==> src/design/lavt_fifo.sv <==
module lavt_fifo #(
	parameter int WIDTH = 129,
	parameter int DEPTH = 4
) (
	input  logic             clk,
	input  logic             arst_n,
	input  logic             push,
	input  logic [WIDTH-1:0] wdata,
	output logic             full,
	input  logic             pop,
	output logic [WIDTH-1:0] rdata,
	output logic             empty
);

	localparam int AW = (DEPTH > 1) ? $clog2(DEPTH) : 1;

	logic [WIDTH-1:0] mem_q [DEPTH];
	logic [AW-1:0]    wr_ptr_q;
	logic [AW-1:0]    rd_ptr_q;
	logic [AW:0]      count_q;

	assign full  = (count_q == (AW + 1)'(DEPTH));
	assign empty = (count_q == '0);
	assign rdata = mem_q[rd_ptr_q];

	// Storage is written only on a push; it needs no reset.
	always_ff @(posedge clk) begin
		if (push) begin
			mem_q[wr_ptr_q] <= wdata;
		end
	end

	// Pointers wrap at the depth; the count tracks occupancy.
	always_ff @(posedge clk or negedge arst_n) begin
		if (!arst_n) begin
			wr_ptr_q <= '0;
			rd_ptr_q <= '0;
			count_q  <= '0;
		end else begin
			if (push) begin
				wr_ptr_q <= (wr_ptr_q == AW'(DEPTH - 1)) ? '0 : wr_ptr_q + 1'b1;
			end
			if (pop) begin
				rd_ptr_q <= (rd_ptr_q == AW'(DEPTH - 1)) ? '0 : rd_ptr_q + 1'b1;
			end
			if (push && !pop) begin
				count_q <= count_q + 1'b1;
			end else if (pop && !push) begin
				count_q <= count_q - 1'b1;
			end
		end
	end

endmodule

==> config.mk <==
export PLATFORM = sky130hd
export DESIGN_NAME = lavt_fifo
export DESIGN_NICKNAME = d
export VERILOG_FILES = /design/src/design/lavt_fifo.sv
export SDC_FILE = /design/constraint.sdc
export NUM_CORES = 1
export LEC_CHECK = 0
export BUFFER_PORTS_ARGS = -buffer_cell sky130_fd_sc_hd__buf_2
export CAP_MARGIN = 5
export CELL_PAD_IN_SITES_DETAIL_PLACEMENT = 1
export CELL_PAD_IN_SITES_GLOBAL_PLACEMENT = 1
export CORE_UTILIZATION = 31
export DETAILED_ROUTE_END_ITERATION = 8
export PLACE_DENSITY_LB_ADDON = 0.1
export SETUP_SLACK_MARGIN = 0.5
export SKIP_LAST_GASP = 1
export SLEW_MARGIN = 40
export SYNTH_ARGS = -nofsm -noshare
export SYNTH_HDL_FRONTEND = slang
export SYNTH_SLANG_ARGS = --single-unit
export TNS_END_PERCENT = 1
==> constraint.sdc <==
create_clock -name clk -period 11.22 [get_ports clk]
set_input_delay 1.122 -clock clk [delete_from_list [all_inputs] [get_ports clk]]
set_output_delay 1.122 -clock clk [all_outputs]
set_load 0.02 [all_outputs]
Word level (Yosys, flattened, before mapping). Memories as Yosys holds them, arrays and structs flattened. Index checks and enable logic that the tools add are counted.

Bits in writable memories: 516. Flip-flop bits (word level): 7. Output and inout bits: 131. ROM bits: 0. Logic and storage cells: 23. Input port bits: 133. Memories: 1. Bits in latches: 0.

Memories: mem_q (depth 4, width 129, read ports 1, clocked after memory_dff 0, wr ports 1, line 17) `logic [WIDTH-1:0] mem_q [DEPTH];`.

Div/mod/pow operators: 0. Shift operators: 0. Multiplexer cells: 6. Equal/unequal tests: 3. $lt $le $gt $ge: 0. Reductions and logical operators: 6. Multipliers: 0. Add/sub/neg operators: 4. Bitwise logic cells: 0.

Operators with widths (count): two-way mux 3 bit (2); adder 2 x 1 -> 2 bit, second input constant (2); equality test 2 bit, second input constant (2); two-way mux 2 bit (2); adder 3 x 1 -> 3 bit, second input constant (1); equality test 3 bit, second input constant (1); logical NOT 3 bit (1); subtractor 3 x 1 -> 3 bit, second input constant (1); logical AND 1 bit (2); logical NOT 1 bit (2); two-way mux 1 bit (2); nonzero test 2 bit (1).

Depth between registers and ports, before layout. Gate-level depths: netlist of the first run.

Depth in word-level cells: 4. Depth in mapped cells: 7. Mapped depth without buffers: 7.

Least setup slack after synthesis of the first run. No wires, ideal clock.

Path type: input to register. From: in push. To: mem mem_q[2][0], enable pin. Data arrival time: 4077 ps. Required time: 10717 ps. Setup slack: 6640 ps. Buffers on the path: 0. Library setup time: 503 ps. Stages: 1. Cells stage by stage: and2_1.

Longest elaborated chain between the ends: 2.

Ends and longest elaborated chain: start, declared (line 7) `input logic push,`; two-way mux 1 bit (line 28) `if (push) begin`; two-way mux 1 bit (implied by the code) (line 29) `mem_q[wr_ptr_q] <= wdata;`; end, declared (line 17).

Every way passes these cells.

Final worst setup path of the first run.
From: reg rd_ptr_q[0]. To: out rdata[27].

Longest elaborated chain between the ends: 1.

Ends and longest elaborated chain: start, declared (line 19) `logic [AW-1:0] rd_ptr_q;`; start signal, assigned (line 44) `rd_ptr_q <= (rd_ptr_q == AW'(DEPTH - 1)) ? '0 : rd_ptr_q + 1'b1;`; memory (4 x 129 bit); end, declared (line 11) `output logic [WIDTH-1:0] rdata,`.

Every way passes these cells.

==> results.toml, run 1 <==
[logic_synthesis]
yosysTopAreaCell = "edfxtp_1"
ys_ff_latch = 523
yosysTopAreaCellShare_pct = 81.4
synth_cell_types = 20
syn-num-nets = 851
syn_area_per_cell_sq_um = 26.8
synth_area_sq_um = 19000
ys_seq_area_share_pct = 82.4
netlist_instances = 711
netlist_top_cells_area = "edfxtp_1, mux4_2, dfrtp_1"
synth-warning-count = 0

[power]
switching_share_pct = 31.5
irDropWorstVdd_uv = 127
p_per_area_nw_per_um2 = 271
cellLeakagePower_nw = 7.76
p_clk_share_pct = 28.4
p_seq_share_pct = 41.9
power.switching_mw = 1.97
intPower_mw = 4.29
comb_power_share_pct = 29.7

[setup_path]
r2r-end = "mem_q[0][1]$_DFFE_PP_"
r2r_cells = 4
crit_required_ns = 10.10
path_class = "register to output pin"
cp-startpoint = "rd_ptr_q[0]$_DFFE_PN0P_"
crit_arrival_ns = 3.17
worstSetupStartpointType = "register"
rr_startpoint = "wr_ptr_q[0]$_DFFE_PN0P_"
cp-end-kind = "output pin"
crit_fanout = 50
rrSetupSlack_ns = 8.87

[placement]
place_congestion = 0.677
dpl.hpwl_um = 24300
placedCellCount = 1741
port-buffer-count = 263
place_area_sq_um = 21300

[global_routing]
grt_max_degree = 57
grt_pass1_wl_um = 62100
antenna_found_initial = 7
grtUsageTotal_pct = 13.4
grt_overflow_total = 0
grt_pass1_vias = 9340

[sta]
worst_slew_pin_slew_ns = 0.726
fin_crit_ns = 4.29
finalHoldViolCount = 0
finalSetupViolCount = 0
rsz0062_at_grt = "false"
finalCritPeriodShare_pct = 38.2
setup_tns_ns = 0
maxSlewHeadroom_pct = 51.6
max_freq_ghz = 0.233
finalMaxSlewViolations = 0
fin_worst_skew_ns = 0.0161

[flow_run]
drv_cap = 0

[final_layout]
syn2layout_area_growth_pct = 21.5
final_area_sq_um = 23100
stdcell_count = 1849
fill_cells = 5743
fin_nets = 1159
drive_above_1_share_pct = 46.2

[route]
ant_nets = 0
drt_iter0_drc = 366
via_per_inst = 4.59
post-route-drc-count = 0
firstDrtPassIters = 6
drt-total-wl_um = 41700
routedWlPerCell_um = 22.5
vias = 8479

[die]
dieHeight_um = 250
pin_count = 264
rows = 90
die_w_um = 250
core-area_sq_um = 60500
dieArea_sq_um = 62400
initial_utilization_pct = 31.5

[clock_network]
cts_hold_buf = 0
cts_buffers = 57
post_cts_resized = 0
cts_num_sinks = 523
clk_path_buf_depth = 3
htree_levels = 2
cts_setup_buffers = 0
clockRootBuffer = "clkbuf_16"
cts.clk_slew.worst_paths_ns = 0.06
cts_tree = "done"
worstSkewPairLatency_ns = 0.61

[hold_path]
hold_class = "primary input to async pin"

[outcome]
status = "completed"
power by group through the flow:
stage                     Clock, mW  Combinational [mW]  Sequential (mW)
final                          1.78                1.86             2.63
after global routing           1.91                2.00             2.66
after global placement            0                1.88             2.70
after detailed placement          0                1.93             2.68
after floorplan                   0                1.33             2.63
after CTS                      1.84                1.94             2.64
cells in the mapped netlist, drive strengths merged:
cell,instances
ha,6
clkbuf,1
nor3b,1
fa,1
edfxtp,516
inv,4
and2,4
xor2,2
buf,28
nor3,1
mux4,129
dfrtp,7
nand2,2
o21ai,2
nor2,3
xnor2,1
mux2,3
per-stage QoR:
stage	worst slack [ns]	power, mW	hold WS [ns]	utilization (%)
floorplan	6.64	3.96	0.456	-
global placement	7.32	4.58	0.474	35.1
detailed placement	7.37	4.61	0.477	35.3
CTS	6.71	6.42	0.310	38.2
global route	6.64	6.57	0.329	38.2
finish	6.93	6.26	0.354	38.2
area by class of cell:
class | instances | area (sq um) | area share [%]
sequential | 523 | 15700 | 67.8
multi-input combinational | 155 | 3140 | 13.6
clock buffer | 80 | 1580 | 6.82
timing repair buffer | 278 | 1530 | 6.62
tap | 782 | 978 | 4.23
clock inverter | 25 | 196 | 0.850
inverter | 4 | 15.0 | 0.0650
antenna | 2 | 5.00 | 0.0217
registers in the layout, indices dropped and copies added (netlist names):
name      count
wr_ptr_q      2
mem_q       516
rd_ptr_q      2
count_q       3
cell families after synthesis:
kind of cell    after synthesis  synth area share (%)
xor+xnor                      3                 0.138
compound gates                2                0.0526
buf+inv                      33                  1.22
fa+ha+maj                     7                 0.500
flops                       523                  82.4
simple gates                 11                 0.296
mux                         132                  15.4
placed cells by master (no fill, tap or decap):
cell        count
buf_12          3
nor2_1          3
bufinv_16       3
clkinv_2        9
xor2_1          2
nand2_1         2
clkinv_1       10
clkbuf_8        2
o21ai_0         2
buf_4           4
edfxtp_1      516
xnor2_1         1
buf_2         263
mux4_2        129
and2_4          4
dfrtp_4         2
inv_6           1
mux2_2          3
clkinvlp_4      2
buf_16          2
clkbuf_1       19
ha_1            6
fa_1            1
dfrtp_1         5
buf_6           6
clkbuf_16      59
diode_2         2
nor3b_1         1
nor3_1          1
inv_1           4
how the worst max path moves through the flow:
| stage | slack [ns] | depth (start not counted) | to |
|---|---|---|---|
| after CTS | 6.71 | 5 | rdata[99] |
| final | 6.93 | 5 | rdata[27] |
| after detailed placement | 7.37 | 5 | rdata[99] |
| after floorplan | 6.64 | 1 | mem_q[2][0]$_DFFE_PP_ |
| after global routing | 6.64 | 5 | rdata[30] |
| after global placement | 7.32 | 3 | rdata[85] |
layer usage:
layer  share of wire (%)  track usage, %  vias up
met5                0.16               0        -
met4                 2.3            4.37       10
met3                 5.5            3.80       73
met2                  50            22.2      172
met1                  42            17.0     4515
li1                    -               -     3709
worst max-delay path, stage by stage (launching register included):
cell and delay (ns):
dfrtp_4 0.68, buf_16 0.28, buf_12 0.36, buf_16 0.38, mux4_2 0.57, buf_2 0.18
(Power assumes the default switching activity.)
==> run 2: changes to the inputs <==
- clock period: 11.22 -> 4.4 ns (I/O delays scaled with it)
==> run 2 against run 1 <==
Compared with the run above: clock skew decreased by 0.0049 ns; setup slack got worse by 5.6 ns; utilization increased by 0.22 points; register-to-register slack got worse by 6.6 ns; first-iteration DRC count decreased by 17%; global-route usage increased by 0.16 points; clock-buffer cell count decreased by 9; cell area increased by 0.56%; hold slack got worse by 0.30 ns; die area unchanged; critical path type unchanged.
==> results.toml, run 2 (synthesis results as in run 1) <==
[sta]
finalCritPeriodShare_pct = 68.6
maxSlewHeadroom_pct = 47.4
fin_crit_ns = 3.02
finalMaxSlewViolations = 0
setup_tns_ns = 0
max_freq_ghz = 0.331
finalHoldViolCount = 0
rsz0062_at_grt = "false"
fin_worst_skew_ns = 0.0112
finalSetupViolCount = 0
worst_slew_pin_slew_ns = 0.788

[placement]
place_congestion = 0.674
port-buffer-count = 263
dpl.hpwl_um = 24300

[global_routing]
grt_pass1_wl_um = 63200
grt_max_degree = 82
use_met1_pct = 15.7
grt.busiest_layer = "met2"
grtUsageMet3_pct = 4.43
met2_usage_pct = 24.1
antenna_found_initial = 8
grt_overflow_total = 0
grt_pass1_vias = 9751
grtUsageTotal_pct = 13.6

[clock_network]
cts_num_sinks = 523
htree_levels = 2
cts_setup_buffers = 0
cts.clk_slew.worst_paths_ns = 0.06
worstSkewPairLatency_ns = 0.59
cts_tree = "done"
cts_buffers = 58
clockRootBuffer = "clkbuf_16"
clk_path_buf_depth = 3

[final_layout]
top_regs = "mem_q x516, count_q x3"
fin_nets = 1164
mostFrequentLayoutCells = "edfxtp_1, buf_2, mux4_2"
largest_reg_flops = 516
drive_above_1_share_pct = 46.5
fill_cells = 5718
syn2layout_area_growth_pct = 22.2
largest_register = "mem_q"
final_common_cell = "edfxtp_1"

[die]
dieHeight_um = 250
die_w_um = 250
pin_count = 264
dieArea_sq_um = 62400
rows = 90
initial_utilization_pct = 31.5
core-area_sq_um = 60500

[route]
drt_iter0_drc = 303
ant_nets = 0
drt-total-wl_um = 42000
firstDrtPassIters = 4
routedWlPerCell_um = 22.7
vias = 8532
via_per_inst = 4.61
post-route-drc-count = 0

[setup_path]
worstSetupStartpointType = "register"
crit_arrival_ns = 2.58
crit_required_ns = 3.96
crit_fanout = 37
rrSetupSlack_ns = 2.28
cp-end-kind = "output pin"
path_class = "register to output pin"
max_stage_delay_ns = 0.81
critical_path.cell_chain = "buf_12 > mux4_2 > buf_2"
cp_slowest_cell = "dfrtp_4"

[outcome]
status = "completed"

[power]
p_total_mw = 16.2
p_per_area_nw_per_um2 = 695
cellLeakagePower_nw = 7.83
irDropWorstVdd_uv = 341

[hold_path]
hold_class = "primary input to register"

[flow_run]
drv_cap = 0
==> run 2: area by class of cell <==
| type | count | area [sq um] | area share [%] |
|---|---|---|---|
| Multi-Input combinational cell | 155 | 3140 | 13.5 |
| Inverter | 4 | 15.0 | 0.0646 |
| Tap cell | 782 | 978 | 4.21 |
| Timing Repair Buffer | 282 | 1580 | 6.80 |
| Clock inverter | 34 | 288 | 1.24 |
| Antenna cell | 1 | 2.50 | 0.0108 |
| Sequential cell | 523 | 15700 | 67.4 |
| Clock buffer | 71 | 1560 | 6.73 |
==> run 2: power breakdown <==
group	internal (mW)	switching [mW]
clock network	2.79	1.89
logic	1.94	2.91
registers	6.39	0.245
total	11.1	5.04
==> run 2: timing repair <==
| action | 4_1_cts | 5_1_grt |
|---|---|---|
| gates resized for setup | 0 | 0 |
| endpoints found under the hold margin | 7 | 0 |
| hold buffers | 1 | 0 |
==> run 2: critical path: cells and delay by family, from the launching register on <==
family / cells / cell delay [ns]
buf+inv: 2 / 0.58
mux: 1 / 0.56
flops: 1 / 0.81
==> run 2: path summary, 6_finish.rpt <==
| kind | from | depth (start not counted) | endpoint |
|---|---|---|---|
| min in group asynchronous | arst_n | 2 | wr_ptr_q[0]$_DFFE_PN0P_ |
| setup / recovery | rd_ptr_q[0]$_DFFE_PN0P_ | 3 | rdata[42] |
| hold / removal | wdata[98] | 1 | mem_q[2][98]$_DFFE_PP_ |
| hold reg to reg | count_q[2]$_DFFE_PN0P_ | 1 | count_q[2]$_DFFE_PN0P_ |
| max in group asynchronous | arst_n | 2 | rd_ptr_q[1]$_DFFE_PN0P_ |
| setup reg to reg | wr_ptr_q[0]$_DFFE_PN0P_ | 3 | mem_q[3][37]$_DFFE_PP_ |
==> run 2: per-layer routing <==
layer	vias to the layer above	part of all wire, %
met5	-	0.23
met4	16	1.7
met3	75	6.2
met2	174	53
met1	4553	39
li1	3714	-
==> run 2: per-stage QoR <==
step	hold WS, ns	utilization (%)	setup slack (ns)	cells	cell area, sq um
2_1_floorplan	0.144	-	0.319	711	19000
3_3_place_gp	0.290	35.3	1.90	1743	21300
3_5_place_dp	0.289	35.3	1.90	1744	21400
4_1_cts	0.00409	38.4	1.23	1850	23200
5_1_grt	0.0119	38.4	1.16	1851	23200
6_report	0.0583	38.4	1.38	1852	23200
==> run 3: changes to the inputs <==
- clock period: 4.4 -> 2.8 ns (I/O delays scaled with it)
==> run 3 against run 2 <==
Compared with the run above: combinational power increased by 84%; cell count grew 7.7%; sequential cell count unchanged; clock skew rose by 0.014 ns; utilization rose by 2.8 points; non-clock buffer count grew 150; cell area grew 7.3%; hold slack gained 0.36 ns; sequential share of layout area is 4.6 points lower; critical endpoint is now rdata[78]; largest power group unchanged; highest routed layer unchanged.
==> results.toml, run 3 (synthesis results as in run 1) <==
[final_layout]
fin_nets = 1314
largest_register = "mem_q"
top_regs = "mem_q x516, count_q x3"
drive_above_1_share_pct = 41.9
final_common_cell = "edfxtp_1"
fill_cells = 5710
fin_util_pct = 41.3
mostFrequentLayoutCells = "edfxtp_1, buf_2, dlygate4sd3_1"
largest_reg_flops = 516
antenna_cells = 0
syn2layout_area_growth_pct = 31.1

[clock_network]
worstSkewPairLatency_ns = 0.61
cts_tree = "done"
clockRootBuffer = "clkbuf_16"
cts.clk_slew.worst_paths_ns = 0.06
cts_buffers = 58
cts_num_sinks = 523
htree_levels = 2
clk_path_buf_depth = 3

[sta]
finalCritPeriodShare_pct = 88.4
finalHoldViolCount = 0
max_freq_ghz = 0.404
fin_worst_skew_ns = 0.0250
worst_slew_pin_slew_ns = 0.610
fin_crit_ns = 2.48
setup_tns_ns = 0
rsz0062_at_grt = "true"
finalSetupViolCount = 0
maxSlewHeadroom_pct = 59.3
finalMaxSlewViolations = 0

[die]
initial_utilization_pct = 31.5
dieArea_sq_um = 62400
dieHeight_um = 250
pin_count = 264
die_w_um = 250
core-area_sq_um = 60500
rows = 90

[setup_path]
crit_fanout = 7
rr_startpoint = "wr_ptr_q[0]$_DFFE_PN0P_"
path_class = "register to output pin"
crit_required_ns = 2.52
worstSetupStartpointType = "register"
cp_common_cell = "buf_12"
max_stage_delay_ns = 0.49
r2r-end = "mem_q[2][28]$_DFFE_PP_"
cp_num_buf_inv = 4
crit_arrival_ns = 2.20
rrSetupSlack_ns = 0.94
critical_path.cell_chain = "buf_12 > buf_12 > clkbuf_16 > mux4_2 > buf_2"
r2r_cells = 4
cp-end-kind = "output pin"
cpLargestDelayFamily = "buffers and inverters"
cp_slowest_cell = "mux4_2"

[placement]
port-buffer-count = 263
place_congestion = 0.686
dpl.hpwl_um = 24000

[route]
ant_nets = 0
firstDrtPassIters = 4
routedWlPerCell_um = 22.3
drt_iter0_drc = 310
post-route-drc-count = 0
vias = 9130
via_per_inst = 4.58
drt-total-wl_um = 44500

[power]
p_seq_share_pct = 39.5
cellLeakagePower_nw = 8.54
intPower_mw = 17.9
power.switching_mw = 8.26
p_per_area_nw_per_um2 = 1050
irDropWorstVdd_uv = 498
switching_share_pct = 31.6
comb_power_share_pct = 34.0
p_clk_share_pct = 26.5

[global_routing]
grt_pass1_wl_um = 65600
grt_overflow_total = 0
grt_max_degree = 85
antenna_found_initial = 1
grt_pass1_vias = 10200
grtUsageTotal_pct = 14.2

[flow_run]
drv_cap = 0

[hold_path]
worstHoldPathCells = 2
min_to = "mem_q[2][10]$_DFFE_PP_"
hold_class = "primary input to register"
worstHoldStart = "wdata[10]"

[outcome]
status = "completed"
run 3: final cells by class:
type | count | area, sq um | share of cell area (%)
repair buffers | 432 | 3450 | 13.8
well taps | 782 | 978 | 3.92
clock buffers | 75 | 1520 | 6.07
flip-flops and latches | 523 | 15700 | 62.8
multi-input cells | 155 | 3140 | 12.6
inverters | 4 | 15.0 | 0.0602
clock inverters | 24 | 178 | 0.712
run 3: through the flow:
step                cells  area (sq um)  worst slack [ns]  total power [mW]  hold WS [ns]
floorplan             711         19000             0.151              15.7       -0.0156
global placement     1745         21500             0.802              18.6         0.143
detailed placement   1745         21500             0.795              18.6         0.141
CTS                  1990         24800             0.250              26.5         0.363
global route         1995         24900             0.227              27.4         0.389
finish               1995         24900             0.325              26.1         0.422
run 3: timing repair:
| item | CTS | global route |
|---|---|---|
| resized for setup | 20 | 9 |
| gates cloned | 5 | 5 |
| pin swaps | 0 | 0 |
| hold buffers | 133 | 0 |
| endpoints found under the hold margin | 527 | 0 |
| endpoints found under the setup margin | 128 | 129 |
| setup buffers | 8 | 0 |
run 3: worst max path at each step:
stage / cells past startpoint / to / startpoint
after floorplan: 3 / mem_q[0][0]$_DFFE_PP_ / wr_ptr_q[0]$_DFFE_PN0P_
after global placement: 3 / rdata[10] / rd_ptr_q[0]$_DFFE_PN0P_
after detailed placement: 3 / rdata[10] / rd_ptr_q[0]$_DFFE_PN0P_
after CTS: 4 / rdata[127] / rd_ptr_q[0]$_DFFE_PN0P_
after global routing: 4 / rdata[118] / rd_ptr_q[0]$_DFFE_PN0P_
final: 5 / rdata[78] / rd_ptr_q[0]$_DFFE_PN0P_
run 3: power by group through the flow:
stage	registers [mW]	logic (mW)	clock network, mW
after floorplan	10.4	5.32	0
after global placement	10.5	8.12	0
after detailed placement	10.5	8.09	0
after CTS	10.4	8.93	7.19
after global routing	10.4	9.52	7.46
final	10.3	8.89	6.92
run 3: per-layer routing:
metal	global-route usage [%]	wire, um	up-vias	share of wire [%]
li1	-	-	4026	-
met1	17.7	18800	4866	42
met2	24.3	22900	173	51
met3	3.32	2000	63	4.5
met4	4.48	837	2	1.9
met5	0	17	-	0.038
